$ cat src/hdl/wcr_pkg.sv
`timescale 1ns / 1ps
// ----------------------------------------------------------------------------
// Weighted cache replacement package
// Shared constants, command codes and controller/datapath interface types.
// ----------------------------------------------------------------------------
package wcr_pkg;

  localparam int unsigned ENTRIES = 32;
  localparam int unsigned IDX_W   = $clog2(ENTRIES);
  localparam int unsigned SLOT_W  = 6;
  localparam int unsigned KEY_W   = 32;
  localparam int unsigned BYTES_W = 32;
  localparam int unsigned TIME_W  = 32;
  localparam int unsigned SIZE_W  = 23;
  localparam int unsigned KEEP_W  = 16;
  localparam int unsigned TOTAL_W = 28;
  localparam int unsigned CAP_W   = 24;
  localparam int unsigned CMD_W   = 3;
  localparam int unsigned COST_W  = SIZE_W + TIME_W;
  localparam int unsigned KEEP1_W = KEEP_W + 1;
  localparam int unsigned PROD_W  = COST_W + KEEP1_W;
  localparam int unsigned KB_SHIFT = 10;

  localparam logic [BYTES_W:0]  KB_ROUND  = (BYTES_W+1)'(10'h3ff);
  localparam logic [SIZE_W-1:0] SIZE_BIAS = SIZE_W'(5);
  localparam logic [KEEP_W-1:0] KEEP_MAX  = {KEEP_W{1'b1}};
  localparam logic [IDX_W-1:0]  IDX_LAST  = IDX_W'(ENTRIES - 1);

  localparam logic [CMD_W-1:0] CMD_INSERT = 3'd0;
  localparam logic [CMD_W-1:0] CMD_LOOKUP = 3'd1;
  localparam logic [CMD_W-1:0] CMD_REMOVE = 3'd2;
  localparam logic [CMD_W-1:0] CMD_KEEP   = 3'd3;
  localparam logic [CMD_W-1:0] CMD_UNKEEP = 3'd4;

  localparam logic KIND_EVICT = 1'b0;
  localparam logic KIND_DONE  = 1'b1;

  typedef struct packed {
    logic [IDX_W-1:0] idx;
    logic             load_in;
    logic             clr_find;
    logic             find_chk;
    logic             clr_best;
    logic             cost_mul;
    logic             cost_xm;
    logic             cost_cmp;
    logic             evict_sel;
    logic             evict_best;
    logic             write_entry;
    logic             emit_done;
  } wcr_ctl_t;

  typedef struct packed {
    logic is_insert;
    logic is_remove;
    logic hit;
    logic sel_valid;
    logic need_evict;
    logic best_found;
    logic out_free;
  } wcr_sts_t;

endpackage

$ cat src/hdl/wcr_ctrl.sv
`timescale 1ns / 1ps
// ----------------------------------------------------------------------------
// Weighted cache replacement controller
// Sequences table scans, cost scans, evictions and result transfers.
// ----------------------------------------------------------------------------
module wcr_ctrl
  import wcr_pkg::*;
(
  input  logic     clk_i,
  input  logic     rst_ni,
  input  logic     in_valid_i,
  output logic     in_ready_o,
  input  wcr_sts_t sts_i,
  output wcr_ctl_t ctl_o
);

  localparam logic [3:0] ST_IDLE = 4'd0;
  localparam logic [3:0] ST_FRD  = 4'd1;
  localparam logic [3:0] ST_FCHK = 4'd2;
  localparam logic [3:0] ST_DISP = 4'd3;
  localparam logic [3:0] ST_EVS  = 4'd4;
  localparam logic [3:0] ST_BCHK = 4'd5;
  localparam logic [3:0] ST_CRD  = 4'd6;
  localparam logic [3:0] ST_CMUL = 4'd7;
  localparam logic [3:0] ST_CXM  = 4'd8;
  localparam logic [3:0] ST_CCMP = 4'd9;
  localparam logic [3:0] ST_CEND = 4'd10;
  localparam logic [3:0] ST_WR   = 4'd11;
  localparam logic [3:0] ST_DONE = 4'd12;

  logic [3:0]       state_q, state_d;
  logic [IDX_W-1:0] idx_q, idx_d;

  always_comb begin
    state_d    = state_q;
    idx_d      = idx_q;
    in_ready_o = 1'b0;
    ctl_o      = '0;
    ctl_o.idx  = idx_q;
    unique case (state_q)
      ST_IDLE: begin
        in_ready_o = 1'b1;
        if (in_valid_i) begin
          ctl_o.load_in  = 1'b1;
          ctl_o.clr_find = 1'b1;
          idx_d          = '0;
          state_d        = ST_FRD;
        end
      end
      ST_FRD: state_d = ST_FCHK;
      ST_FCHK: begin
        ctl_o.find_chk = 1'b1;
        if (idx_q == IDX_LAST) begin
          state_d = ST_DISP;
        end else begin
          idx_d   = idx_q + 1'b1;
          state_d = ST_FRD;
        end
      end
      ST_DISP: begin
        if (sts_i.is_insert) begin
          state_d = sts_i.sel_valid ? ST_EVS : ST_BCHK;
        end else if (sts_i.is_remove && sts_i.hit) begin
          state_d = ST_EVS;
        end else begin
          state_d = ST_DONE;
        end
      end
      ST_EVS: begin
        if (sts_i.out_free) begin
          ctl_o.evict_sel = 1'b1;
          state_d = sts_i.is_insert ? ST_BCHK : ST_DONE;
        end
      end
      ST_BCHK: begin
        if (sts_i.need_evict) begin
          ctl_o.clr_best = 1'b1;
          idx_d          = '0;
          state_d        = ST_CRD;
        end else begin
          state_d = ST_WR;
        end
      end
      ST_CRD: state_d = ST_CMUL;
      ST_CMUL: begin
        ctl_o.cost_mul = 1'b1;
        state_d        = ST_CXM;
      end
      ST_CXM: begin
        ctl_o.cost_xm = 1'b1;
        state_d       = ST_CCMP;
      end
      ST_CCMP: begin
        ctl_o.cost_cmp = 1'b1;
        if (idx_q == IDX_LAST) begin
          state_d = ST_CEND;
        end else begin
          idx_d   = idx_q + 1'b1;
          state_d = ST_CRD;
        end
      end
      ST_CEND: begin
        if (!sts_i.best_found) begin
          state_d = ST_WR;
        end else if (sts_i.out_free) begin
          ctl_o.evict_best = 1'b1;
          state_d          = ST_BCHK;
        end
      end
      ST_WR: begin
        if (sts_i.out_free) begin
          ctl_o.write_entry = 1'b1;
          state_d           = ST_IDLE;
        end
      end
      ST_DONE: begin
        if (sts_i.out_free) begin
          ctl_o.emit_done = 1'b1;
          state_d         = ST_IDLE;
        end
      end
      default: state_d = ST_IDLE;
    endcase
  end

  always_ff @(posedge clk_i or negedge rst_ni) begin
    if (!rst_ni) begin
      state_q <= ST_IDLE;
      idx_q   <= '0;
    end else begin
      state_q <= state_d;
      idx_q   <= idx_d;
    end
  end

endmodule

$ cat config.mk
export PLATFORM = sky130hd
export DESIGN_NAME = wcr_ctrl
export DESIGN_NICKNAME = d
export VERILOG_FILES = /design/src/hdl/wcr_pkg.sv /design/src/hdl/wcr_ctrl.sv
export SDC_FILE = /design/constraint.sdc
export NUM_CORES = 1
export LEC_CHECK = 0
export BUFFER_PORTS_ARGS = -buffer_cell sky130_fd_sc_hd__buf_2
export CAP_MARGIN = 20
export CORE_MARGIN = 8
export CORE_UTILIZATION = 40
export CTS_BUF_LIST = sky130_fd_sc_hd__clkbuf_4 sky130_fd_sc_hd__clkbuf_8 sky130_fd_sc_hd__clkbuf_16
export CTS_CLUSTER_DIAMETER = 60
export DETAILED_ROUTE_END_ITERATION = 10
export PLACE_DENSITY = 0.66
export SLEW_MARGIN = 10
export SYNTH_ARGS = -nofsm -noshare
export SYNTH_HDL_FRONTEND = slang
export SYNTH_SLANG_ARGS = --single-unit
$ cat constraint.sdc
create_clock -name clk_i -period 2.2 [get_ports clk_i]
set_input_delay 0.33 -clock clk_i [delete_from_list [all_inputs] [get_ports clk_i]]
set_output_delay 0.33 -clock clk_i [all_outputs]
set_load 0.01 [all_outputs]
# Word-level counts from Yosys, hierarchy flattened
# Index checks and enable logic that the tools add are counted.
[classes]
n_addsub = 1
eq_ne = 19
n_mux = 32
reduce_logical = 7
[ops]
columns = ["op", "n"]
rows = [
  ["one-hot mux 4 bit (12 select lines)", 1],
  ["2-to-1 mux 4 bit", 10],
  ["equality test 4 bit (second input constant)", 5],
  ["equality test 4 x 3 -> 1 bit (second input constant)", 4],
  ["2-to-1 mux 5 bit", 3],
  ["one-hot mux 5 bit (3 select lines)", 1],
  ["2-to-1 mux 1 bit", 14],
  ["equality test 4 x 2 -> 1 bit (second input constant)", 2],
  ["!= test 2 bit (second input constant)", 4],
  ["AND reduction 4 bit", 2],
  ["2-to-1 mux 2 bit", 3],
  ["adder 5 x 1 -> 5 bit (second input constant)", 1],
  ["equality test 5 bit (second input constant)", 1],
  ["equality test 4 x 1 -> 1 bit (second input constant)", 1],
  ["logical NOT 4 bit", 1],
  ["OR reduction 2 bit", 2],
  ["!= test 3 bit (second input constant)", 1],
  ["nonzero test 3 bit", 1],
  ["!= test 2 x 1 -> 1 bit (second input constant)", 1],
  ["logical AND 1 bit", 1],
]
[totals]
register_bits = 9
inputBits = 10
elab_cells = 61

# Longest topological paths before layout
[depth]
depth_word = 4
mapped_depth = 7
mapped_depth_nobuf = 7

# Worst setup path before layout
# Ideal clock, no wire load.
[synth_path]
path_kind = "register to register"
start = "reg idx_q[0]"
end = "reg idx_q[2]"
setup_time_ns = 0.064
arrival_ns = 1.724
t_required_ns = 2.136
slack_ns = 0.412
path_stages_with_launch = 7
path_buffers = 0
synth_period_minus_slack_ns = 1.788
cell_sequence = "dfrtp_1 ha_1 and3_1 ha_1 or3b_2 a21oi_1 a21o_1"
[synth_between]
elab_chain_cells = 3
elab_cells_between_ends = 6
cone_classes = "add/sub: 1; eq/ne: 2; mux: 2; reduce/logical: 1"
[synth_lines]
columns = ["item", "line", "source"]
rows = [
  ["from (decl)", "wcr_ctrl.sv:32", "logic [IDX_W-1:0] idx_q, idx_d;"],
  ["from (signal assigned)", "wcr_ctrl.sv:132", "idx_q <= idx_d;"],
  ["adder 5 x 1 -> 5 bit or equality test 5 bit (tied branches)", "--", ""],
  ["2-to-1 mux 5 bit or != test 2 bit (tied branches)", "--", ""],
  ["one-hot mux 5 bit (3 select lines) or AND reduction 4 bit (tied branches)", "--", ""],
]
# Several ways; a longest one is shown, not always the timed one. The select of a mux whose other input is x is not followed.
# A chain may end at the register's enable or synchronous reset.

==> Flow_metrics.wiki <==
{| class="wikitable"
! Metric !! Value
|-
| Outcome || finished, final reports clean
|-
| Count of state elements after synthesis || 9
|-
| Main flop type after synthesis || dfrtp_1
|-
| Routability-driven placement congestion ratio || between 0.8 and 0.9
|-
| Kind of critical path || flip-flop to primary output
|-
| Share of the clock period used by the worst path || 0.898
|-
| Crit path max-delay cell type || dfrtp_1
|-
| Routed wire length per instance || 14.6 um
|-
| Cells after DPL || between 100 and 150
|-
| Maximum clock skew at final layout || around 0.0033 ns
|-
| Max_cap viols || 0
|-
| Number of hold violations in the final report || 0
|-
| Clock tree from TritonCTS || yes
|-
| Drt via density || 5.66
|-
| Max-slew headroom || 0.563
|-
| Antenna diode count || 0
|-
| Die Area || about 0.0038 mm^2
|-
| Unique cell type count in the Yosys netlist || 44
|-
| Remaining antenna violation count || 0
|-
| Drt pass-1 iters || 4
|-
| Leakage Power || 0.470 nW
|-
| Logic depth of the worst register-to-register path || 6
|-
| Classification of the worst-slack hold path || input pin to flip-flop
|-
| Transition time at the pin with the least slew margin || 0.656 ns
|-
| Crit path capture type || primary output
|-
| Cell at the root of the clock tree || clkbuf_4
|-
| Number of standard-cell rows in the floorplan || 16
|-
| Sequential cell area fraction in the yosys report || 0.271
|-
| Area of the mapped netlist || ~830 um^2
|-
| Vias in the first global route || 724
|-
| Clock slew seen by the registers of the worst setup and hold paths || ~0.060 ns
|-
| Max-slew violation count || 0
|-
| Post-Synthesis Mean Instance Area || between 8 and 9 um^2
|-
| Flop pwr share || 0.349
|-
| Power density over the cells || around 1200 mW/mm^2
|-
| Core area || between 0.0015 and 0.002 mm^2
|-
| Setup repair after global routing missed its margin || no
|-
| Number of flops mapped to enable cells by yosys || 0
|-
| Syn_nets || roughly 110
|-
| Instance count along the most critical hold path || 2
|-
| Reg-to-reg setup timing slack || 0.32 ns
|-
| Maximum operating frequency || slightly above 500 MHz
|-
| Largest area contributor in the netlist || dfrtp_1
|-
| Signed area change from the synthesized netlist to the final layout || 17.4%
|-
| Total number of H-tree levels || 1
|-
| Final Instance Count excl. Fillers || 146
|-
| Origin of the worst min-delay path || sts_i[0]
|-
| Internal Pwr Total || 0.622 mW
|-
| Comb pwr share || 0.534
|-
| Area contributors post-synth || dfrtp_1 (27%), a21oi_1 (5.4%), buf_4 (4.5%), nand2b_1 (4.5%), ha_1 (3.0%)
|-
| Worst VDD drop || approximately 0.56 mV
|-
| Hpwl dp || ~1600 um
|-
| Final-layout setup total negative slack || 0 ns
|-
| Floorplan die height || about 62 um
|-
| Number of setup buffers added after CTS || 0
|-
| Sink of the worst hold path || state_q[1]
|-
| Largest stage delay on the critical path || 0.62 ns
|-
| Switching share of power || 0.479
|-
| Share of async-settable or async-resettable flops after synthesis || 1.00
|-
| Number of DRC violations after detailed routing || 0
|-
| Number of nets at the end of the flow || around 130
|-
| Fraction of layout cells with a size suffix above 1 || 0.345
|-
| Io pins || 27
|-
| Num Clock Sinks || 9
|-
| Antenna violations before repair || 0
|-
| Part of the total power dissipated in the clock network || 0.117
|-
| All-Layer GR Usage || 0.111
|-
| Req. time, crit path || 1.87 ns
|-
| Worst reg2reg path startpoint || idx_q[0]
|-
| Arrival time at the worst endpoint || 1.65 ns
|-
| Kind of start point of the critical path || flip-flop
|-
| Warnings, synthesis || 0
|-
| Cell count after synthesis || 96
|-
| CTS Buf Count || 3
|-
| Largest fanout on the critical path || 21
|-
| Maximum number of pins on one net before global-route repair || 22
|-
| Area share of the largest cell type after synthesis || 0.271
|-
| GRT Residual Overflow || 0
|-
| Clock period minus worst slack || roughly 2.0 ns
|-
| Drt first-iter violations || 26
|-
| Insertion delay of the later-clocked pin in the worst-skew pair || roughly 0.26 ns
|-
| Wire length of the first global-routing pass || 3240 um
|-
| Final setup vio count || 0
|-
| Reg-to-reg critical path endpoint || idx_q[2]
|-
| Wire length reported by the detailed router || 2130 um
|-
| Total via count after detailed routing || 826
|-
| Switching pwr || approximately 0.57 mW
|-
| Horiz. Die Dim || 61.6 um
|-
| Buffers on Ports || 26
|-
| Bufs on Longest Clock Path || 2
|-
| Effective utilization at floorplan || 0.424
|-
| Worst-path cell chain || nor4_2 > and2_1 > buf_2
|}
-- cell type report --
type                       instances  area (um^2)
fill                             207          985
multi-input combinational         76          537
sequential                         9          225
timing repair buffer              27          140
tap                               27         33.8
clock buffer                       4         30.0
inverter                           3         11.3
-- metrics by stage --
stage	total power, mW	setup WS [ns]	cell area (um^2)	hold WS (ns)	utilization
2_1_floorplan	0.943	0.412	832	0.0344	-
3_3_place_gp	1.04	0.410	937	0.190	0.478
3_5_place_dp	1.06	0.340	937	0.196	0.478
4_1_cts	1.21	0.222	977	0.384	0.498
5_1_grt	1.30	0.0379	977	0.396	0.498
6_report	1.19	0.225	977	0.386	0.498
-- Yosys cell counts (all sizes together), types with 2 or more instances --
cell / n
o21ai: 5
nor2b: 2
a22o: 2
nand2b: 6
nor3: 5
buf: 8
a311oi: 2
nor4: 2
o2bb2ai: 2
nand3b: 2
nor2: 6
and3: 3
a2bb2oi: 2
ha: 2
dfrtp: 9
nand2: 7
inv: 3
o31ai: 2
or4b: 2
or3b: 2
a21oi: 9
a21o: 2
-- state kept, by name, indices dropped and copies added (netlist names) --
register,cells
idx_q,5
state_q,4
-- cell families after synthesis --
logic type	Yosys count	synth area share
adders and majority gates	2	0.0301
muxes	2	0.0301
DFF	9	0.271
buffers and inverters	11	0.0842
AOI/OAI and AO/OA	29	0.265
and+or+nand+nor	43	0.320
-- metal layers --
layer / share of wire / track usage
met1: 0.44 / 0.147
met5: 0 / 0
met2: 0.48 / 0.168
met3: 0.084 / 0.0418
met4: 0 / 0.0195
-- power groups by stage --
stage | Clock [mW] | Sequential (mW) | Combinational [mW]
6_report | 0.139 | 0.416 | 0.638
5_1_grt | 0.156 | 0.439 | 0.707
4_1_cts | 0.145 | 0.417 | 0.645
3_5_place_dp | 0 | 0.421 | 0.640
3_3_place_gp | 0 | 0.414 | 0.629
2_1_floorplan | 0 | 0.275 | 0.668
-- layout by cell type, fill, tap and decap left out, types with 3 or more instances in the layout --
| cell | count |
|---|---|
| o21ai_0 | 3 |
| inv_1 | 3 |
| and3_1 | 3 |
| buf_2 | 26 |
| nor2_1 | 5 |
| nand2_1 | 5 |
| a21oi_1 | 9 |
| nor3_1 | 5 |
| clkbuf_4 | 4 |
| nand2b_1 | 6 |
| dfrtp_1 | 9 |
-- worst max path at each step --
stage | startpoint | end | slack [ns] | depth (start not counted)
after floorplan | idx_q[0] | idx_q[2] | 0.41 | 6
after global placement | idx_q[0] | idx_q[2] | 0.41 | 6
after detailed placement | idx_q[0] | idx_q[2] | 0.34 | 6
after CTS | state_q[0] | ctl_o[10] | 0.22 | 3
after global routing | state_q[3] | ctl_o[2] | 0.04 | 4
final | state_q[0] | ctl_o[9] | 0.22 | 3
-- worst max-delay path: cells and delay by family, from the launching register on --
kind / cells / cell delay, ns
AND/OR/NAND/NOR: 2 / 0.64
flip-flops: 1 / 0.62
buffers and inverters: 1 / 0.13
-- what timing repair did --
item | CTS | global route
resized for setup | 0 | 0
endpoints found under the hold margin | 9 | 0
hold buffers | 1 | 0
(Power assumes the default switching activity.)
